<file path="config.mk">
export PLATFORM = sky130hd
export DESIGN_NAME = top_k_ranked_insert_table
export DESIGN_NICKNAME = d
export VERILOG_FILES = /design/src/rtl/core/tkri_pkg.sv /design/src/rtl/core/top_k_ranked_insert_table.sv /design/src/rtl/core/tkri_ctrl.sv /design/src/rtl/core/tkri_datapath.sv
export VERILOG_INCLUDE_DIRS = /design/src /design/src/rtl/core
export SDC_FILE = /design/constraint.sdc
export NUM_CORES = 2
export LEC_CHECK = 0
export BUFFER_PORTS_ARGS = -buffer_cell sky130_fd_sc_hd__buf_2
export CORE_AREA = 2 2 402 404
export CTS_BUF_LIST = sky130_fd_sc_hd__clkbuf_4 sky130_fd_sc_hd__clkbuf_8 sky130_fd_sc_hd__clkbuf_16
export CTS_CLUSTER_DIAMETER = 60
export DETAILED_ROUTE_END_ITERATION = 8
export DIE_AREA = 0 0 404 406
export PLACE_DENSITY = 0.55
export SETUP_SLACK_MARGIN = 0.05
export SYNTH_ARGS = -nofsm -noshare
export SYNTH_HDL_FRONTEND = slang
export SYNTH_SLANG_ARGS = --single-unit
</file>
<file path="constraint.sdc">
create_clock -name clk -period 4.4 [get_ports clk]
set_input_delay 0.66 -clock clk [delete_from_list [all_inputs] [get_ports clk]]
set_output_delay 0.66 -clock clk [all_outputs]
set_load 0.01 [all_outputs]
</file>
<file path="src/rtl/core/top_k_ranked_insert_table_defines.svh">
// Assertion macros shared by the ranked insert table RTL.
`ifndef TOP_K_RANKED_INSERT_TABLE_DEFINES_SVH
`define TOP_K_RANKED_INSERT_TABLE_DEFINES_SVH

// Check that a condition implies another in the same cycle.
`define TKRI_ASSERT_IMP(label, clk, rst_n, cond, prop, msg) \
	label: assert property (@(posedge clk) disable iff (!rst_n) (cond) |-> (prop)) \
		else $error(msg);

// Check that a condition implies another in the next cycle.
`define TKRI_ASSERT_NEXT(label, clk, rst_n, cond, prop, msg) \
	label: assert property (@(posedge clk) disable iff (!rst_n) (cond) |=> (prop)) \
		else $error(msg);

`endif

</file>
<file path="src/rtl/core/tkri_pkg.sv">
// Shared constants and controller command types for the ranked insert table.
package tkri_pkg;

	localparam int TABLE_DEPTH_DEF = 8;

	localparam int SCORE_W  = 32;
	localparam int DUR_W    = 32;
	localparam int RETRY_W  = 8;
	localparam int INDEX_W  = 3;
	localparam int RANK_W   = 3;
	localparam int COUNT_W  = 4;

	localparam logic ACT_SUBMIT = 1'b0;
	localparam logic ACT_READ   = 1'b1;

	// Commands from the controller to the datapath
	typedef struct packed {
		logic capture;
		logic compare;
		logic commit;
	} tkri_cmd_t;

endpackage

</file>
<file path="src/rtl/core/top_k_ranked_insert_table.sv">
// Top level of the ranked insert table: controller, datapath and checks.
//
// Input channel (in_valid/in_ready) carries one request: action 0 submits an
// entry (score, duration_sec, retries), action 1 reads the entry at
// read_index. Output channel (out_valid/out_ready) returns one result per
// request: accepted and insert_rank for a submit, read_valid and read data
// for a read, and entry_count after the request in both cases.
// Entries stay sorted best first: higher score, then lower duration, then
// lower retries. Ties go after entries already stored.
// Each request runs three controller steps: capture registers the request,
// compare registers a parallel compare against all cells, and commit does
// the priority select and insert shift and loads the result register, which
// raises out_valid. A new request is taken only once the previous one has
// committed, so requests never overlap in the controller sequence.
// The result register lets the next request be accepted while a result
// waits; if the receiver stalls, the commit step holds until the register
// frees, and in_ready stays low until then.
// Reset empties the table (fill count 0) and clears out_valid; the result register is not reset.
`include "top_k_ranked_insert_table_defines.svh"

module top_k_ranked_insert_table #(
	parameter int TABLE_DEPTH = tkri_pkg::TABLE_DEPTH_DEF
) (
	input  logic                          clk,
	input  logic                          arst_n,
	input  logic                          in_valid,
	output logic                          in_ready,
	input  logic                          action,
	input  logic [tkri_pkg::SCORE_W-1:0]  score,
	input  logic [tkri_pkg::DUR_W-1:0]    duration_sec,
	input  logic [tkri_pkg::RETRY_W-1:0]  retries,
	input  logic [tkri_pkg::INDEX_W-1:0]  read_index,
	output logic                          out_valid,
	input  logic                          out_ready,
	output logic                          accepted,
	output logic [tkri_pkg::RANK_W-1:0]   insert_rank,
	output logic [tkri_pkg::COUNT_W-1:0]  entry_count,
	output logic                          read_valid,
	output logic [tkri_pkg::SCORE_W-1:0]  read_score,
	output logic [tkri_pkg::DUR_W-1:0]    read_duration,
	output logic [tkri_pkg::RETRY_W-1:0]  read_retries
);

	tkri_pkg::tkri_cmd_t cmd;

	tkri_ctrl u_ctrl (
		.clk       (clk),
		.arst_n    (arst_n),
		.in_valid  (in_valid),
		.in_ready  (in_ready),
		.out_valid (out_valid),
		.out_ready (out_ready),
		.cmd       (cmd)
	);

	tkri_datapath #(
		.TABLE_DEPTH (TABLE_DEPTH)
	) u_datapath (
		.clk           (clk),
		.arst_n        (arst_n),
		.cmd           (cmd),
		.action        (action),
		.score         (score),
		.duration_sec  (duration_sec),
		.retries       (retries),
		.read_index    (read_index),
		.accepted      (accepted),
		.insert_rank   (insert_rank),
		.entry_count   (entry_count),
		.read_valid    (read_valid),
		.read_score    (read_score),
		.read_duration (read_duration),
		.read_retries  (read_retries)
	);

	// An accepted request is compared in the very next cycle
	`TKRI_ASSERT_NEXT(a_capture_then_compare, clk, arst_n, in_valid && in_ready, cmd.compare && !in_ready, "compare step did not follow capture")
	// A result never both inserts and returns read data
	`TKRI_ASSERT_IMP(a_submit_or_read, clk, arst_n, out_valid, !(accepted && read_valid), "result flags both insert and read")
	// An insert always leaves at least one entry
	`TKRI_ASSERT_IMP(a_insert_nonempty, clk, arst_n, out_valid && accepted, entry_count != '0, "insert reported with empty table")

endmodule

</file>
<file path="src/rtl/core/tkri_ctrl.sv">
// Controller sequencing capture, compare and commit steps for each request.
module tkri_ctrl (
	input  logic               clk,
	input  logic               arst_n,
	input  logic               in_valid,
	output logic               in_ready,
	output logic               out_valid,
	input  logic               out_ready,
	output tkri_pkg::tkri_cmd_t cmd
);

	localparam logic [1:0] ST_IDLE = 2'd0;
	localparam logic [1:0] ST_CMP  = 2'd1;
	localparam logic [1:0] ST_UPD  = 2'd2;

	logic [1:0] state_q;
	logic [1:0] state_d;
	logic       out_valid_q;

	// Decode commands from the current state
	always_comb begin
		in_ready    = (state_q == ST_IDLE);
		cmd.capture = in_valid && in_ready;
		cmd.compare = (state_q == ST_CMP);
		cmd.commit  = (state_q == ST_UPD) && (!out_valid_q || out_ready);
	end

	// Advance the sequence; hold in update while the output register is full
	always_comb begin
		state_d = state_q;
		unique case (state_q)
			ST_IDLE: begin
				if (cmd.capture) state_d = ST_CMP;
			end
			ST_CMP: begin
				state_d = ST_UPD;
			end
			ST_UPD: begin
				if (cmd.commit) state_d = ST_IDLE;
			end
			default: begin
				state_d = ST_IDLE;
			end
		endcase
	end

	always_ff @(posedge clk or negedge arst_n) begin
		if (!arst_n) begin
			state_q     <= ST_IDLE;
			out_valid_q <= 1'b0;
		end else begin
			state_q <= state_d;
			if (cmd.commit) begin
				out_valid_q <= 1'b1;
			end else if (out_ready) begin
				out_valid_q <= 1'b0;
			end
		end
	end

	assign out_valid = out_valid_q;

endmodule

</file>
<file path="src/rtl/core/tkri_datapath.sv">
// Sorted entry cells, parallel rank compare, insert shift and result register.
module tkri_datapath #(
	parameter int TABLE_DEPTH = tkri_pkg::TABLE_DEPTH_DEF
) (
	input  logic                          clk,
	input  logic                          arst_n,
	input  tkri_pkg::tkri_cmd_t           cmd,
	input  logic                          action,
	input  logic [tkri_pkg::SCORE_W-1:0]  score,
	input  logic [tkri_pkg::DUR_W-1:0]    duration_sec,
	input  logic [tkri_pkg::RETRY_W-1:0]  retries,
	input  logic [tkri_pkg::INDEX_W-1:0]  read_index,
	output logic                          accepted,
	output logic [tkri_pkg::RANK_W-1:0]   insert_rank,
	output logic [tkri_pkg::COUNT_W-1:0]  entry_count,
	output logic                          read_valid,
	output logic [tkri_pkg::SCORE_W-1:0]  read_score,
	output logic [tkri_pkg::DUR_W-1:0]    read_duration,
	output logic [tkri_pkg::RETRY_W-1:0]  read_retries
);

	localparam int CNT_W = $clog2(TABLE_DEPTH + 1);
	localparam int CMP_W = (CNT_W > tkri_pkg::INDEX_W) ? CNT_W : tkri_pkg::INDEX_W;

	// Captured request
	logic                          act_s1;
	logic [tkri_pkg::SCORE_W-1:0]  score_s1;
	logic [tkri_pkg::DUR_W-1:0]    dur_s1;
	logic [tkri_pkg::RETRY_W-1:0]  ret_s1;
	logic [tkri_pkg::INDEX_W-1:0]  idx_s1;

	// Compare result, one bit per valid cell
	logic [TABLE_DEPTH-1:0]        beats_s2;

	// Entry cells and fill count
	logic [tkri_pkg::SCORE_W-1:0]  cell_score_q [TABLE_DEPTH];
	logic [tkri_pkg::DUR_W-1:0]    cell_dur_q   [TABLE_DEPTH];
	logic [tkri_pkg::RETRY_W-1:0]  cell_ret_q   [TABLE_DEPTH];
	logic [CNT_W-1:0]              count_q;

	// Result register
	logic                          accepted_q;
	logic [tkri_pkg::RANK_W-1:0]   rank_q;
	logic [tkri_pkg::COUNT_W-1:0]  entry_count_q;
	logic                          read_valid_q;
	logic [tkri_pkg::SCORE_W-1:0]  read_score_q;
	logic [tkri_pkg::DUR_W-1:0]    read_dur_q;
	logic [tkri_pkg::RETRY_W-1:0]  read_ret_q;

	logic [TABLE_DEPTH-1:0]        beats_d;
	logic                          hit;
	logic [CNT_W-1:0]              pos;
	logic [tkri_pkg::RANK_W-1:0]   pos_rank;
	logic                          full;
	logic                          do_insert;
	logic [CMP_W-1:0]              idx_ext;
	logic                          rd_ok;
	logic [tkri_pkg::SCORE_W-1:0]  rd_score;
	logic [tkri_pkg::DUR_W-1:0]    rd_dur;
	logic [tkri_pkg::RETRY_W-1:0]  rd_ret;

	// Compare the new entry against every valid cell
	always_comb begin
		for (int k = 0; k < TABLE_DEPTH; k++) begin
			beats_d[k] = (CNT_W'(k) < count_q) &&
				((score_s1 > cell_score_q[k]) ||
				 ((score_s1 == cell_score_q[k]) &&
				  ((dur_s1 < cell_dur_q[k]) ||
				   ((dur_s1 == cell_dur_q[k]) && (ret_s1 < cell_ret_q[k])))));
		end
	end

	// Pick the first outranked cell, else the end of the table
	always_comb begin
		hit      = 1'b0;
		pos      = count_q;
		pos_rank = tkri_pkg::RANK_W'(count_q);
		for (int k = TABLE_DEPTH - 1; k >= 0; k--) begin
			if (beats_s2[k]) begin
				hit      = 1'b1;
				pos      = CNT_W'(k);
				pos_rank = tkri_pkg::RANK_W'(k);
			end
		end
		full      = (count_q == CNT_W'(TABLE_DEPTH));
		do_insert = (act_s1 == tkri_pkg::ACT_SUBMIT) && (hit || !full);
	end

	// Select the cell at the read index
	always_comb begin
		idx_ext  = CMP_W'(idx_s1);
		rd_ok    = (act_s1 == tkri_pkg::ACT_READ) &&
			(idx_ext < CMP_W'(count_q)) && (idx_ext < CMP_W'(TABLE_DEPTH));
		rd_score = '0;
		rd_dur   = '0;
		rd_ret   = '0;
		for (int k = 0; k < TABLE_DEPTH; k++) begin
			if (rd_ok && (idx_ext == CMP_W'(k))) begin
				rd_score = cell_score_q[k];
				rd_dur   = cell_dur_q[k];
				rd_ret   = cell_ret_q[k];
			end
		end
	end

	// Capture the request and the compare vector
	always_ff @(posedge clk) begin
		if (cmd.capture) begin
			act_s1   <= action;
			score_s1 <= score;
			dur_s1   <= duration_sec;
			ret_s1   <= retries;
			idx_s1   <= read_index;
		end
		if (cmd.compare) begin
			beats_s2 <= beats_d;
		end
	end

	// Shift cells down from the insert position and drop the last when full
	always_ff @(posedge clk) begin
		if (cmd.commit && do_insert) begin
			for (int k = 0; k < TABLE_DEPTH; k++) begin
				if (CNT_W'(k) == pos) begin
					cell_score_q[k] <= score_s1;
					cell_dur_q[k]   <= dur_s1;
					cell_ret_q[k]   <= ret_s1;
				end else if ((k > 0) && (CNT_W'(k) > pos)) begin
					cell_score_q[k] <= cell_score_q[(k > 0) ? k - 1 : 0];
					cell_dur_q[k]   <= cell_dur_q[(k > 0) ? k - 1 : 0];
					cell_ret_q[k]   <= cell_ret_q[(k > 0) ? k - 1 : 0];
				end
			end
		end
	end

	// Track the fill count
	always_ff @(posedge clk or negedge arst_n) begin
		if (!arst_n) begin
			count_q <= '0;
		end else if (cmd.commit && do_insert && !full) begin
			count_q <= count_q + CNT_W'(1);
		end
	end

	// Load the result register
	always_ff @(posedge clk) begin
		if (cmd.commit) begin
			accepted_q    <= do_insert;
			rank_q        <= do_insert ? pos_rank : '0;
			entry_count_q <= tkri_pkg::COUNT_W'((do_insert && !full) ?
				count_q + CNT_W'(1) : count_q);
			read_valid_q  <= rd_ok;
			read_score_q  <= rd_score;
			read_dur_q    <= rd_dur;
			read_ret_q    <= rd_ret;
		end
	end

	assign accepted      = accepted_q;
	assign insert_rank   = rank_q;
	assign entry_count   = entry_count_q;
	assign read_valid    = read_valid_q;
	assign read_score    = read_score_q;
	assign read_duration = read_dur_q;
	assign read_retries  = read_ret_q;

endmodule

</file>
==> out/results.ini <==
[status]
status = complete, no violations

[timing]
worst_pin_slew_ns = 1.33
setup-tns-final_ns = 0
finalHoldViolations = 0
skew_ns = 0.0538
rsz0062_at_grt = no
setup_ws_ns = 0.722
fmax_mhz = 272
period_needed_ns = 3.68
period_share_pct = 83.6
report.final.setup_viol = 0
slew_viol_final = 0
maxSlewHeadroom_pct = 10.8

[clocking]
cts_buffers = 99
postCtsSetupBuffers = 0
cts_root_buf = clkbuf_16
clk_pin_slew_ns = 0.06
ctsHoldBuffers = 1
h-tree-depth = 3
cts_tree = yes
cts_buffer_depth = 3
clock_latency_ns = 0.73
cts_sinks = 748
cts_resized = 0

[yosys]
synth-edff-count = 741
yosys.cell_types.count = 81
synthCells = 4072
synth-main-ff-cell = edfxtp_1
syn-cell-area_um2 = 47700
ys_warn_count = 0
syn-num-nets = 4724
async_flop_share_pct = 0.936
yosysSeqAreaShare_pct = 47.0
syn_area_per_cell_um2 = 11.7
ys_seq_elements = 748

[setup_path]
worstSetupPathType = reg2reg
cp_max_fo = 16
r2r_cells = 7
cp.required_ns = 4.98
cp-end-kind = register
worstPathArrival_ns = 4.26
cp-start-kind = register

[die]
rows = 147
ios = 163
dieArea_um2 = 164000
initial_core_util_pct = 29.9
chipWidth_um = 404
die-height_um = 406
core-area_um2 = 160000

[route]
post_drt_via_cell_ratio = 5.38
drc = 0
drt-initial-drc-count = 3600
ant_nets = 0
routedWlPerCell_um = 25.9
drt-total-wl_um = 169000
dr.pass1.iters = 8
vias = 35000

[job]
cap_violations = 0

[final_layout]
seq_area_um2 = 22400
fin_nets = 4995
multiInputGateArea_um2 = 22500
stdcell_area_um2 = 55400
utilization_pct = 34.7
mostFrequentLayoutCell = edfxtp_1
area_growth_pct = 16.1
nFillCells = 15900
mostFrequentLayoutCells = edfxtp_1, inv_1, ha_1
drive_gt1_share_pct = 21.2

[place]
placed_cell_area_um2 = 52000
place_hpwl_um = 122000
place_ws_ns = 0.707
gp_congestion = 0.919
io_buffer_count = 162

[power_and_ir_drop]
finalPower_mw = 25.2
leakage_nw = 23.1
p_switching_mw = 8.24
peakVddDrop_mv = 0.312
comb_power_share_pct = 26.5
intPower_mw = 16.9
switching_share_pct = 32.7
power_frac_seq_pct = 39.7
power_frac_clock_pct = 33.8
p_per_area_nw_per_um2 = 454

[grt]
antenna_found_initial = 6
grt-ovfl-total = 0
grt_max_degree = 81
grt_pass1_wl_um = 242000
grt_util_all_layers_pct = 20.1
grt_pass1_vias = 34100

[min_path]
min_path_type = in2reg
hold_depth = 1

## flip-flops by register name (all words and copies together) (netlist names), 3 cells and up
signal / flops
u_datapath.cell_dur_q: 256
u_datapath.cell_score_q: 256
u_datapath.cell_ret_q: 64
u_datapath.dur_s1: 32
u_datapath.read_duration: 32
u_datapath.read_score: 32
u_datapath.score_s1: 32
u_datapath.beats_s2: 8
u_datapath.read_retries: 8
u_datapath.ret_s1: 8
u_datapath.count_q: 4
u_datapath.entry_count: 4
u_datapath.idx_s1: 3
u_datapath.insert_rank: 3
## Yosys cell counts, drive strengths merged (16+ instances only)
cell	number	area [µm²]
a22o	32	280
nor3	73	365
nand2b	25	156
o221ai	21	184
a21oi	172	861
a31oi	49	307
nor2b	16	103
edfxtp	741	22300
and4	17	149
o211ai	22	165
clkbuf	65	244
a221oi	40	350
mux2i	38	380
o22ai	31	194
nor2	129	494
a22oi	32	240
nand2	206	781
o21ai	209	1050
nor4	21	138
nand4	86	538
a211oi	58	448
mux4	26	586
buf	74	458
a21o	54	405
inv	585	2200
ha	572	7160
nand3	69	345
mux2	430	5270
## final timing paths
check | from | to | slack (ns)
setup / recovery | u_datapath.score_s1[31]$_DFFE_PP_ | u_datapath.beats_s2[5]$_DFFE_PN_ | 0.72
hold / removal | score[26] | u_datapath.score_s1[26]$_DFFE_PP_ | 0.10
setup reg to reg | u_datapath.score_s1[31]$_DFFE_PP_ | u_datapath.beats_s2[5]$_DFFE_PN_ | 0.72
hold reg to reg | u_datapath.cell_dur_q[5][30]$_DFFE_PP_ | u_datapath.cell_dur_q[6][30]$_DFFE_PP_ | 0.56
max in group asynchronous | arst_n | u_datapath.count_q[2]$_DFFE_PN0P_ | 3.81
min in group asynchronous | arst_n | u_ctrl.out_valid$_DFFE_PN0P_ | 0.34
## per-layer routing
metal  wire (µm)  vias up  GRT usage [%]
li1            -    15900              -
met4        6040        8           7.53
met5          51        -              0
met2       75700     1353           31.6
met1       74800    17500           27.9
met3       12000      253           3.23
## metrics by stage
stage	hold slack, ns	cells
floorplan	0.364	4072
global placement	0.543	6327
detailed placement	0.551	6327
CTS	0.0521	6507
global route	0.0829	6507
finish	0.101	6508
## area by class of cell
class / count / area share, %
multi-input cells: 2600 / 40.6
clock buffers: 119 / 4.77
repair buffers: 309 / 4.07
flip-flops and latches: 748 / 40.5
clock inverters: 60 / 1.35
inverters: 585 / 3.99
diodes: 1 / 0.00452
well taps: 2086 / 4.71
## kinds of logic (layout without fill, tap and decap cells)
| logic type | after synthesis | in the layout | synth area share, % |
|---|---|---|---|
| fa+ha+maj | 572 | 572 | 15.0 |
| mux | 494 | 494 | 13.1 |
| flops | 748 | 748 | 47.0 |
| xor+xnor | 5 | 5 | 0.0918 |
| other cells | 0 | 1 | 0 |
| buf+inv | 724 | 1073 | 6.07 |
| simple gates | 688 | 688 | 7.10 |
| compound gates | 841 | 841 | 11.7 |
## worst max-delay path: stages, from the launching register on
cell      delay, ns
edfxtp_1       0.61
ha_1           0.45
nand4_1        0.17
or3_1          0.52
nor4_1         0.92
nor4_1         0.09
a41oi_1        0.53
o21a_1         0.22
## power by group through the flow
stage               clock, mW  sequential, mW  combinational [mW]
finish                   8.50            10.0                6.66
global route             8.93            10.1                7.26
CTS                      8.65            9.99                6.65
detailed placement          0            10.1                6.61
global placement            0            10.1                6.50
floorplan                   0            9.91                4.01
(Power assumes the default switching activity.)
